<file path="config.mk">
export PLATFORM = sky130hd
export DESIGN_NAME = hysteresis_thermostat_guard
export DESIGN_NICKNAME = d
export VERILOG_FILES = /design/src/rtl/htg_pkg.sv /design/src/rtl/htg_cfg.sv /design/src/rtl/htg_decide.sv /design/src/rtl/hysteresis_thermostat_guard.sv
export VERILOG_INCLUDE_DIRS = /design/src /design/src/rtl
export SDC_FILE = /design/constraint.sdc
export NUM_CORES = 1
export LEC_CHECK = 0
export BUFFER_PORTS_ARGS = -buffer_cell sky130_fd_sc_hd__buf_2
export CORE_AREA = 10 10 217 219
export DETAILED_ROUTE_END_ITERATION = 8
export DIE_AREA = 0 0 227 229
export PLACE_DENSITY = 0.58
export SYNTH_ARGS = -nofsm -noshare
export SYNTH_HDL_FRONTEND = slang
export SYNTH_HIERARCHICAL = 1
export SYNTH_SLANG_ARGS = --single-unit
</file>
<file path="constraint.sdc">
create_clock -name clk -period 5.4 [get_ports clk]
set_clock_uncertainty 0.05 [all_clocks]
set_input_delay 0.27 -clock clk [delete_from_list [all_inputs] [get_ports clk]]
set_output_delay 0.27 -clock clk [all_outputs]
set_load 0.02 [all_outputs]
</file>
<file path="src/rtl/hysteresis_thermostat_guard_macros.svh">
// Assertion macros used by the top level of the thermostat guard RTL.
`ifndef HYSTERESIS_THERMOSTAT_GUARD_MACROS_SVH
`define HYSTERESIS_THERMOSTAT_GUARD_MACROS_SVH

// The consequent must hold in the same cycle as the antecedent.
`define HTG_ASSERT_SAME(label, ante, cons) \
    label: assert property (@(posedge clk) disable iff (!rst_n) (ante) |-> (cons)) \
        else $error("thermostat guard assertion failed");

// The consequent must hold in the cycle after the antecedent.
`define HTG_ASSERT_NEXT(label, ante, cons) \
    label: assert property (@(posedge clk) disable iff (!rst_n) (ante) |=> (cons)) \
        else $error("thermostat guard assertion failed");

`endif

</file>
<file path="src/rtl/htg_pkg.sv">
// Package with the types, codes and helpers of the thermostat guard.
`default_nettype none

package htg_pkg;

    localparam int unsigned NUM_REGS   = 5;
    localparam int unsigned ADDR_WIDTH = 5;
    localparam int unsigned DATA_WIDTH = 32;

    localparam logic [2:0] REG_LOW_LIMIT    = 3'd0;
    localparam logic [2:0] REG_HIGH_LIMIT   = 3'd1;
    localparam logic [2:0] REG_HYSTERESIS   = 3'd2;
    localparam logic [2:0] REG_MIN_ON_TIME  = 3'd3;
    localparam logic [2:0] REG_MIN_OFF_TIME = 3'd4;

    localparam logic OP_UPDATE    = 1'b0;
    localparam logic OP_FORCE_OFF = 1'b1;

    localparam logic [1:0] MODE_IDLE     = 2'd0;
    localparam logic [1:0] MODE_HEATING  = 2'd1;
    localparam logic [1:0] MODE_OVERHEAT = 2'd2;

    typedef enum logic [2:0] {
        ST_IDLE     = 3'b001,
        ST_HEATING  = 3'b010,
        ST_OVERHEAT = 3'b100
    } state_t;

    typedef struct packed {
        logic signed [15:0] low_limit;
        logic signed [15:0] high_limit;
        logic [11:0]        hysteresis;
        logic [31:0]        min_on_time;
        logic [31:0]        min_off_time;
    } cfg_t;

    typedef struct packed {
        logic               opcode;
        logic [31:0]        now_ms;
        logic signed [15:0] temperature;
        logic               temp_valid;
    } item_t;

    typedef struct packed {
        state_t      mode;
        logic [31:0] last_switch;
    } guard_state_t;

    function automatic logic [1:0] mode_code(input state_t st);
        logic [1:0] code;
        case (st)
            ST_IDLE:     code = MODE_IDLE;
            ST_HEATING:  code = MODE_HEATING;
            ST_OVERHEAT: code = MODE_OVERHEAT;
            default:     code = MODE_IDLE;
        endcase
        return code;
    endfunction

endpackage

`default_nettype wire

</file>
<file path="src/rtl/htg_cfg.sv">
// Configuration register file of the thermostat guard behind its APB-style port.
`default_nettype none

module htg_cfg (
    input  wire logic                          clk,
    input  wire logic                          rst_n,
    input  wire logic                          psel,
    input  wire logic                          penable,
    input  wire logic                          pwrite,
    input  wire logic [htg_pkg::ADDR_WIDTH-1:0] paddr,
    input  wire logic [htg_pkg::DATA_WIDTH-1:0] pwdata,
    output logic      [htg_pkg::DATA_WIDTH-1:0] prdata,
    output logic                               pready,
    output htg_pkg::cfg_t                      cfg
);
    import htg_pkg::*;

    cfg_t       cfg_reg;
    cfg_t       cfg_next;
    logic       wr_en;
    logic [2:0] reg_index;

    assign pready    = 1'b1;
    assign wr_en     = psel && penable && pwrite;
    assign reg_index = paddr[4:2];
    assign cfg       = cfg_reg;

    always_comb
    begin
        cfg_next = cfg_reg;
        if (wr_en)
        begin
            case (reg_index)
                REG_LOW_LIMIT:    cfg_next.low_limit    = pwdata[15:0];
                REG_HIGH_LIMIT:   cfg_next.high_limit   = pwdata[15:0];
                REG_HYSTERESIS:   cfg_next.hysteresis   = pwdata[11:0];
                REG_MIN_ON_TIME:  cfg_next.min_on_time  = pwdata;
                REG_MIN_OFF_TIME: cfg_next.min_off_time = pwdata;
                default:          cfg_next = cfg_reg;
            endcase
        end
    end

    always_comb
    begin
        case (reg_index)
            REG_LOW_LIMIT:    prdata = {16'd0, cfg_reg.low_limit};
            REG_HIGH_LIMIT:   prdata = {16'd0, cfg_reg.high_limit};
            REG_HYSTERESIS:   prdata = {20'd0, cfg_reg.hysteresis};
            REG_MIN_ON_TIME:  prdata = cfg_reg.min_on_time;
            REG_MIN_OFF_TIME: prdata = cfg_reg.min_off_time;
            default:          prdata = '0;
        endcase
    end

    always_ff @(posedge clk or negedge rst_n)
    begin
        if (!rst_n)
        begin
            cfg_reg.low_limit    <= 16'sd320;
            cfg_reg.high_limit   <= 16'sd560;
            cfg_reg.hysteresis   <= 12'd16;
            cfg_reg.min_on_time  <= 32'd60000;
            cfg_reg.min_off_time <= 32'd60000;
        end
        else
        begin
            cfg_reg <= cfg_next;
        end
    end

endmodule

`default_nettype wire

</file>
<file path="src/rtl/htg_decide.sv">
// Next-state logic of the thermostat guard for one request.
`default_nettype none

module htg_decide (
    input  wire htg_pkg::cfg_t         cfg,
    input  wire htg_pkg::item_t        item,
    input  wire htg_pkg::guard_state_t cur,
    output htg_pkg::guard_state_t      nxt
);
    import htg_pkg::*;

    logic signed [17:0] temp_ext;
    logic signed [17:0] low_ext;
    logic signed [17:0] high_ext;
    logic signed [17:0] hyst_ext;
    logic signed [17:0] low_enter;
    logic signed [17:0] low_exit;
    logic signed [17:0] high_enter;
    logic signed [17:0] high_exit;
    logic [31:0]        elapsed;
    logic               on_ok;
    logic               off_ok;
    logic               off_zero;
    logic               below_low_enter;
    logic               at_low_exit;
    logic               above_high_enter;
    logic               at_high_exit;
    logic               first_switch;

    assign temp_ext  = {{2{item.temperature[15]}}, item.temperature};
    assign low_ext   = {{2{cfg.low_limit[15]}}, cfg.low_limit};
    assign high_ext  = {{2{cfg.high_limit[15]}}, cfg.high_limit};
    assign hyst_ext  = {6'd0, cfg.hysteresis};

    assign low_enter  = low_ext - hyst_ext;
    assign low_exit   = low_ext + hyst_ext;
    assign high_enter = high_ext + hyst_ext;
    assign high_exit  = high_ext - hyst_ext;

    assign below_low_enter  = temp_ext < low_enter;
    assign at_low_exit      = temp_ext >= low_exit;
    assign above_high_enter = temp_ext > high_enter;
    assign at_high_exit     = temp_ext <= high_exit;

    assign elapsed  = item.now_ms - cur.last_switch;
    assign on_ok    = elapsed >= cfg.min_on_time;
    assign off_ok   = elapsed >= cfg.min_off_time;
    assign off_zero = cfg.min_off_time == 32'd0;

    // A second switch within one request starts from idle with no time elapsed.
    always_comb
    begin
        nxt          = cur;
        first_switch = 1'b0;
        if (item.opcode == OP_FORCE_OFF)
        begin
            nxt.mode        = ST_IDLE;
            nxt.last_switch = item.now_ms;
        end
        else if (item.temp_valid)
        begin
            case (cur.mode)
                ST_IDLE:
                begin
                    if (below_low_enter)
                    begin
                        if (off_ok)
                        begin
                            nxt.mode        = ST_HEATING;
                            nxt.last_switch = item.now_ms;
                        end
                    end
                    else if (above_high_enter && off_ok)
                    begin
                        nxt.mode        = ST_OVERHEAT;
                        nxt.last_switch = item.now_ms;
                    end
                end
                ST_HEATING:
                begin
                    first_switch = at_low_exit && on_ok;
                    if (first_switch)
                    begin
                        nxt.mode        = ST_IDLE;
                        nxt.last_switch = item.now_ms;
                    end
                    if (above_high_enter && (first_switch ? off_zero : on_ok))
                    begin
                        nxt.mode        = ST_OVERHEAT;
                        nxt.last_switch = item.now_ms;
                    end
                end
                ST_OVERHEAT:
                begin
                    first_switch = at_high_exit && on_ok;
                    if (first_switch)
                    begin
                        nxt.mode        = ST_IDLE;
                        nxt.last_switch = item.now_ms;
                    end
                    if (below_low_enter && (first_switch ? off_zero : on_ok))
                    begin
                        nxt.mode        = ST_HEATING;
                        nxt.last_switch = item.now_ms;
                    end
                end
                default:
                begin
                    nxt = cur;
                end
            endcase
        end
    end

endmodule

`default_nettype wire

</file>
<file path="src/rtl/hysteresis_thermostat_guard.sv">
// Top level of the thermostat guard: request register, mode state and result register.
// A request waits in the request register; its result is registered when it advances.
// One request per cycle unless the result stalls; the mode update is one pass of compares
// and adds. A stalled result still lets an empty request register take one more request.
// Reset (asynchronous, active low) sets idle mode, switch time zero and the default limits.
`default_nettype none

`include "hysteresis_thermostat_guard_macros.svh"

module hysteresis_thermostat_guard (
    input  wire logic                           clk,
    input  wire logic                           rst_n,
    input  wire logic                           psel,
    input  wire logic                           penable,
    input  wire logic                           pwrite,
    input  wire logic [htg_pkg::ADDR_WIDTH-1:0] paddr,
    input  wire logic [htg_pkg::DATA_WIDTH-1:0] pwdata,
    output logic      [htg_pkg::DATA_WIDTH-1:0] prdata,
    output logic                                pready,
    input  wire logic                           item_valid,
    output logic                                item_stall,
    input  wire logic                           opcode,
    input  wire logic [31:0]                    now_ms,
    input  wire logic signed [15:0]             temperature,
    input  wire logic                           temp_valid,
    output logic                                result_valid,
    input  wire logic                           result_stall,
    output logic [1:0]                          mode,
    output logic                                heater_on,
    output logic [31:0]                         last_change_ms
);
    import htg_pkg::*;

    cfg_t         cfg;
    item_t        item_reg;
    item_t        item_next;
    logic         item_valid_reg;
    logic         item_valid_next;
    guard_state_t state_reg;
    guard_state_t state_next;
    logic         result_valid_reg;
    logic         result_valid_next;
    logic [1:0]   mode_reg;
    logic         heater_on_reg;
    logic [31:0]  last_change_reg;
    logic         out_free;
    logic         accept;
    logic         advance;

    htg_cfg u_cfg (
        .clk     (clk),
        .rst_n   (rst_n),
        .psel    (psel),
        .penable (penable),
        .pwrite  (pwrite),
        .paddr   (paddr),
        .pwdata  (pwdata),
        .prdata  (prdata),
        .pready  (pready),
        .cfg     (cfg)
    );

    htg_decide u_decide (
        .cfg  (cfg),
        .item (item_reg),
        .cur  (state_reg),
        .nxt  (state_next)
    );

    assign out_free   = !result_valid_reg || !result_stall;
    assign item_stall = item_valid_reg && !out_free;
    assign accept     = item_valid && !item_stall;
    assign advance    = item_valid_reg && out_free;

    assign item_next.opcode      = opcode;
    assign item_next.now_ms      = now_ms;
    assign item_next.temperature = temperature;
    assign item_next.temp_valid  = temp_valid;

    assign item_valid_next   = accept || (item_valid_reg && !advance);
    assign result_valid_next = advance || (result_valid_reg && result_stall);

    assign result_valid   = result_valid_reg;
    assign mode           = mode_reg;
    assign heater_on      = heater_on_reg;
    assign last_change_ms = last_change_reg;

    always_ff @(posedge clk or negedge rst_n)
    begin
        if (!rst_n)
        begin
            item_valid_reg        <= 1'b0;
            result_valid_reg      <= 1'b0;
            state_reg.mode        <= ST_IDLE;
            state_reg.last_switch <= 32'd0;
        end
        else
        begin
            item_valid_reg   <= item_valid_next;
            result_valid_reg <= result_valid_next;
            if (advance)
            begin
                state_reg <= state_next;
            end
        end
    end

    always_ff @(posedge clk)
    begin
        if (accept)
        begin
            item_reg <= item_next;
        end
        if (advance)
        begin
            mode_reg        <= mode_code(state_next.mode);
            heater_on_reg   <= state_next.mode == ST_HEATING;
            last_change_reg <= state_next.last_switch;
        end
    end

    `HTG_ASSERT_SAME(a_heater_matches_mode, result_valid, heater_on == (mode == MODE_HEATING))
    `HTG_ASSERT_NEXT(a_force_off_idle, advance && item_reg.opcode == OP_FORCE_OFF, mode == MODE_IDLE && last_change_ms == $past(item_reg.now_ms))
    `HTG_ASSERT_NEXT(a_state_holds, !advance, $stable(state_reg.mode) && $stable(state_reg.last_switch))
    `HTG_ASSERT_NEXT(a_result_follows_state, advance, last_change_ms == state_reg.last_switch && mode == mode_code(state_reg.mode))

endmodule

`default_nettype wire
</file>
==> impl_metrics.env, run 1 <==
export IMPL_power_per_cell_area_nw_per_um2=544
export IMPL_final_antenna_net_count=0
export IMPL_setup_slack_ns=-0.178
export IMPL_dpl_cell_area_um2=19400
export IMPL_leakage_nw=10.3
export IMPL_syn_instance_count=1571
export IMPL_multi_input_area_um2=10400
export IMPL_largest_reg_flops=108
export IMPL_syn2layout_area_growth_pct=29.4
export IMPL_max_cap_viol_count=0
export IMPL_nets=2284
export IMPL_swShare=0.407
export IMPL_die_h_um=229
export IMPL_syn_avg_cell_area_um2=10.8
export IMPL_die_w_um=227
export IMPL_status="finished with violations"
export IMPL_vias=13600
export IMPL_yosysTopAreaCell="dfrtp_1"
export IMPL_min_period_over_period=1.03
export IMPL_p_sw_w=0.00486
export IMPL_hpwl_um=38100
export IMPL_finalMaxSlewViolations=0
export IMPL_cp_end_kind="register"
export IMPL_io_buffers=160
export IMPL_drt_wl_total_um=50100
export IMPL_synth_distinct_cells=81
export IMPL_hold_slack_ns=0.191
export IMPL_syn_cell_area_um2=17000
export IMPL_tns_ns=-6.18
export IMPL_dr_pass1_iters=5
export IMPL_p_int_w=0.00708
export IMPL_cts_root_buffer="clkbuf_16"
export IMPL_hold_path_class="input port to register"
export IMPL_cts_tree="done"
export IMPL_hold_violations=0
export IMPL_combinationalPowerShare=0.608
export IMPL_drive_gt1_frac=0.338
export IMPL_initial_core_util=0.397
export IMPL_rr_worst_depth=25
export IMPL_rsz0062_at_grt="yes"
export IMPL_seqPwrFrac=0.218
export IMPL_arrival_ns=6.00
export IMPL_clock_latency_ns=0.58
export IMPL_tightest_slew_ns=1.30
export IMPL_synthesis_nets=1880
export IMPL_final_area_um2=21900
export IMPL_r2r_end="state_reg[28]"
export IMPL_drt_wirelength_per_cell_um=19.7
export IMPL_core_rowCount=76
export IMPL_max_slew_margin_rel=0.128
export IMPL_ys_seq_area_frac=0.364
export IMPL_synth_edf_count=84
export IMPL_ys_flop_type="dfrtp_1"
export IMPL_grt_max_degree=98
export IMPL_clkTransAtPathRegs_ns=0.06
export IMPL_grt_pass1_wl_um=77300
export IMPL_vias_per_cell=5.33
export IMPL_antenna_found_initial=0
export IMPL_htreeDepth=1
export IMPL_fp_coreArea_um2=42700
export IMPL_post_route_min_period_ns=5.58
export IMPL_grt_ovfl_total=0
export IMPL_path_max_fanout=7
export IMPL_cp_required_ns=5.82
export IMPL_grt_pass1_vias=14000
export IMPL_cp_start_kind="register"
export IMPL_reg2reg_slack_ns=-0.18
export IMPL_synth_most_common_cell="ha_1"
export IMPL_num_io_pins=164
export IMPL_dieArea_um2=52000
export IMPL_setup_violations=64
export IMPL_path_class="register to register"
export IMPL_dp_slack_ns=-0.621
export IMPL_fillers=3833
export IMPL_clock_sinks=229
export IMPL_violations="setup timing"
export IMPL_r2r_start="u_cfg/cfg[92]"
export IMPL_clkPwrFrac=0.175
export IMPL_drcViolationCount=0
export IMPL_worstHoldStart="penable"
export IMPL_regArea_um2=6180
export IMPL_yosys_warnings=6
export IMPL_holdPathStages=4
export IMPL_synth_top_cell_area_share=0.183
export IMPL_cts_buffers=29
export IMPL_async_flop_share=0.633
export IMPL_yosys_register_bits=229
export IMPL_synth_area_top_cells="dfrtp_1 (18%), ha_1 (15%), edfxtp_1 (15%)"
export IMPL_utilization=0.514
export IMPL_synthTopCellsByCount="ha_1 (210), inv_1 (165), dfrtp_1 (124)"
export IMPL_routabilityCongestion=0.889
export IMPL_clockBufferDepth=3
export IMPL_maxClockFrequency_mhz=179
export IMPL_drt_initial_drc_count=805
export IMPL_ir_drop_v=0.000312
export IMPL_grt_usage=0.187
export IMPL_n_antenna_cell=0
export IMPL_holdPathEnd="u_cfg/cfg[107]"
==> how the worst max path moves through the flow <==
stage	startpoint	endpoint	slack [ns]	cells past startpoint
final	u_cfg/cfg[92]	state_reg[28]	-0.18	25
after global routing	item_reg[17]	state_reg[31]	-0.31	27
after CTS	u_cfg/cfg[92]	state_reg[28]	-0.09	25
after detailed placement	item_reg[17]	state_reg[31]	-0.62	25
after global placement	item_reg[17]	state_reg[31]	-0.60	25
after floorplan	u_cfg/cfg[65]	state_reg[17]	0.05	22
==> power groups by stage <==
stage          Clock, W  Combinational [W]  Sequential [W]
6_report        0.00208            0.00725         0.00260
5_1_grt         0.00220            0.00799         0.00265
4_1_cts         0.00214            0.00692         0.00261
3_5_place_dp          0            0.00651         0.00262
3_3_place_gp          0            0.00635         0.00263
2_1_floorplan         0            0.00424         0.00258
==> kinds of logic after synthesis <==
group | share of synthesized area
xor gates and xnor gates | 0.0387
AOI/OAI and AO/OA | 0.143
DFF | 0.364
muxes | 0.147
other | 0.000221
buffers and inverters | 0.0572
adders and majority gates | 0.161
and+or+nand+nor | 0.0889
==> final cells by class <==
| class | count | area share |
|---|---|---|
| clock buffers | 34 | 0.0363 |
| clock inverters | 20 | 0.0111 |
| inverters | 165 | 0.0282 |
| multi-input cells | 1126 | 0.472 |
| flip-flops and latches | 229 | 0.281 |
| well taps | 546 | 0.0311 |
| repair buffers | 424 | 0.140 |
==> stage by stage <==
step / power [W] / cells
detailed placement: 0.00914 / 2390
CTS: 0.0117 / 2539
global placement: 0.00897 / 2390
floorplan: 0.00681 / 1571
global route: 0.0128 / 2544
finish: 0.0119 / 2544
==> repair_timing <==
item,CTS,global route
cloned,1,0
buffers inserted,9,7
hold buffers,86,0
setup endpoints to repair,69,69
gates resized for setup,80,51
pin swaps,50,55
endpoints found under the hold margin,242,0
==> cell usage in the layout (no fill, tap or decap), drive strengths merged, types with 18 or more instances in the layout <==
| cell type | synthesis | final |
|---|---|---|
| dlygate4sd3 | 0 | 86 |
| o21bai | 18 | 18 |
| xnor2 | 58 | 58 |
| nor3 | 28 | 28 |
| nand2b | 18 | 18 |
| nand2 | 41 | 41 |
| clkbuf | 23 | 34 |
| mux2 | 186 | 186 |
| a211oi | 18 | 18 |
| o21ai | 49 | 49 |
| buf | 28 | 338 |
| nand4 | 23 | 23 |
| a21o | 47 | 47 |
| ha | 210 | 210 |
| edfxtp | 84 | 84 |
| dfrtp | 124 | 124 |
| inv | 165 | 169 |
| a21oi | 85 | 85 |
| nand3 | 28 | 28 |
| dfstp | 21 | 21 |
| nor2 | 77 | 77 |
==> layer usage <==
layer | global-route usage | routed length, um | vias to the layer above
li1 | - | - | 6550
met1 | 0.249 | 23100 | 6662
met5 | 0 | 0 | -
met3 | 0.0285 | 2240 | 59
met2 | 0.309 | 23700 | 289
met4 | 0.0467 | 1080 | 0
==> critical path: stages, from the launching register on <==
cell       delay, ns
dfrtp_1         0.37
inv_1           0.06
ha_2            0.18
inv_2           0.04
fa_2            0.34
a21o_1          0.18
a21oi_2         0.17
o21bai_1        0.10
a21oi_2         0.19
o21bai_2        0.10
a21oi_2         0.23
o2111ai_2       0.22
a2111oi_4       0.45
a21oi_1         0.12
ha_1            0.33
and4_4          0.25
o311ai_4        0.11
nor3_2          0.25
o31ai_4         0.15
a211oi_2        0.26
o211ai_1        0.15
a41oi_4         0.29
buf_12          0.18
buf_12          0.14
mux2_4          0.31
mux2_4          0.26
(Power assumes the default switching activity.)
==> inputs of run 2 (changes only) <==
--- a/config.mk
+++ b/config.mk
@@ -12,3 +12,4 @@
 export DIE_AREA = 0 0 227 229
-export PLACE_DENSITY = 0.58
+export PLACE_DENSITY = 0.56
+export SETUP_SLACK_MARGIN = 0.5
 export SYNTH_ARGS = -nofsm -noshare
==> constraint.sdc (replaced) <==
create_clock -name clk -period 5.9 [get_ports clk]
set_clock_uncertainty 0.05 [all_clocks]
set_input_delay 0.885 -clock clk [delete_from_list [all_inputs] [get_ports clk]]
set_output_delay 0.885 -clock clk [all_outputs]
set_load 0.02 [all_outputs]
==> impl_metrics.env, run 2 (synthesis gave the netlist of run 1 again) <==
export IMPL_grt_usage=0.184
export IMPL_cp_top_family="compound AO/OA/AOI/OAI gates"
export IMPL_die_h_um=229
export IMPL_r2r_start="item_reg[17]"
export IMPL_rsz0062_at_grt="yes"
export IMPL_status="finished clean"
export IMPL_critPathBufInv=5
export IMPL_leakage_nw=9.49
export IMPL_initial_core_util=0.397
export IMPL_cts_buffers=28
export IMPL_setup_violations=0
export IMPL_fin_cells=2391
export IMPL_clockBufferDepth=3
export IMPL_io_buffers=160
export IMPL_cts_root_buffer="clkbuf_16"
export IMPL_tightest_slew_ns=1.18
export IMPL_cts_tree="done"
export IMPL_hold_path_class="input port to async pin"
export IMPL_min_period_over_period=0.934
export IMPL_drive_gt1_frac=0.345
export IMPL_path_max_fanout=7
export IMPL_tns_ns=0
export IMPL_arrival_ns=5.93
export IMPL_grt_pass1_vias=13100
export IMPL_drt_wl_total_um=49400
export IMPL_routabilityCongestion=0.868
export IMPL_startpoint="item_reg[17]"
export IMPL_path_class="register to register"
export IMPL_final_antenna_net_count=0
export IMPL_drt_initial_drc_count=754
export IMPL_nets=2127
export IMPL_cp_end_kind="register"
export IMPL_fp_coreArea_um2=42700
export IMPL_top_layer_used="met4"
export IMPL_grt_ovfl_total=0
export IMPL_grt_pass1_wl_um=75500
export IMPL_clkTransAtPathRegs_ns=0.06
export IMPL_finalMaxSlewViolations=0
export IMPL_cp_slowest_stage_delay_ns=0.41
export IMPL_holdBufCountCts=0
export IMPL_r2r_end="state_reg[31]"
export IMPL_final_area_um2=20700
export IMPL_core_rowCount=76
export IMPL_rr_worst_depth=26
export IMPL_dp_slack_ns=0.0142
export IMPL_antenna_found_initial=5
export IMPL_utilization=0.485
export IMPL_setup_slack_ns=0.387
export IMPL_power_per_cell_area_nw_per_um2=508
export IMPL_layout_common_cells="ha_1 (192), inv_1 (159), buf_2 (159), dfrtp_1 (124), buf_4 (93)"
export IMPL_die_w_um=227
export IMPL_syn2layout_area_growth_pct=22.1
export IMPL_cp_required_ns=6.31
export IMPL_dr_wl_met2_um=22200
export IMPL_num_io_pins=164
export IMPL_clock_latency_ns=0.58
export IMPL_met1_length_um=23100
export IMPL_final_common_cell="ha_1"
export IMPL_clock_sinks=229
export IMPL_reg2reg_slack_ns=0.39
export IMPL_grt_max_degree=96
export IMPL_dpl_cell_area_um2=18500
export IMPL_dr_pass1_iters=5
export IMPL_max_cap_viol_count=0
export IMPL_cp_start_kind="register"
export IMPL_wl_met3_um=2650
export IMPL_largest_reg_flops=108
export IMPL_ir_drop_v=0.000285
export IMPL_max_slew_margin_rel=0.211
export IMPL_hpwl_um=36800
export IMPL_maxClockFrequency_mhz=181
export IMPL_vias_per_cell=5.43
export IMPL_vias=13000
export IMPL_htreeDepth=1
export IMPL_hold_violations=0
export IMPL_drcViolationCount=0
export IMPL_drt_wirelength_per_cell_um=20.7
export IMPL_dp_cells=2280
export IMPL_cpMaxStageDelayCell="a2111o_1"
export IMPL_post_route_min_period_ns=5.51
export IMPL_dieArea_um2=52000
-- run 2: final cells by class --
type	instances	area (um2)
fillers	3896	22000
multi-input cells	1126	10500
flip-flops and latches	229	6180
repair buffers	268	1730
clock buffers	36	772
well taps	546	683
inverters	165	619
clock inverters	16	178
diodes	5	12.5
-- run 2: how the worst max path moves through the flow --
stage,to,slack (ns),cells past startpoint
floorplan,state_reg[17],0.55,22
global route,state_reg[29],0.16,27
global placement,state_reg[31],0.01,24
finish,state_reg[31],0.39,26
CTS,state_reg[31],0.44,25
detailed placement,state_reg[26],0.01,24
-- run 2: timing repair --
| item | in CTS | in global routing |
|---|---|---|
| pin swaps | 47 | 62 |
| gates cloned | 3 | 0 |
| gates resized for setup | 94 | 92 |
| endpoints found under the setup margin | 69 | 69 |
| buffers inserted | 34 | 17 |
-- run 2: metal layers --
layer / up-vias / track usage
met5: - / 0
met4: 0 / 0.0577
met3: 79 / 0.0354
met2: 267 / 0.283
met1: 6395 / 0.254
li1: 6244 / -
-- run 2: through the flow --
stage | hold slack (ns) | power (W)
final | 0.375 | 0.0105
after global routing | 0.407 | 0.0114
after CTS | 0.400 | 0.0101
after detailed placement | 0.433 | 0.00782
after global placement | 0.416 | 0.00770
after floorplan | 0.398 | 0.00624
-- run 2: report_power, final --
part	leakage, nW	internal, W	switching, W	total [W]
clock	0.454	0.00102	0.000746	0.00177
sequential	2.58	0.00205	0.000354	0.00241
combinational	6.46	0.00305	0.00329	0.00634
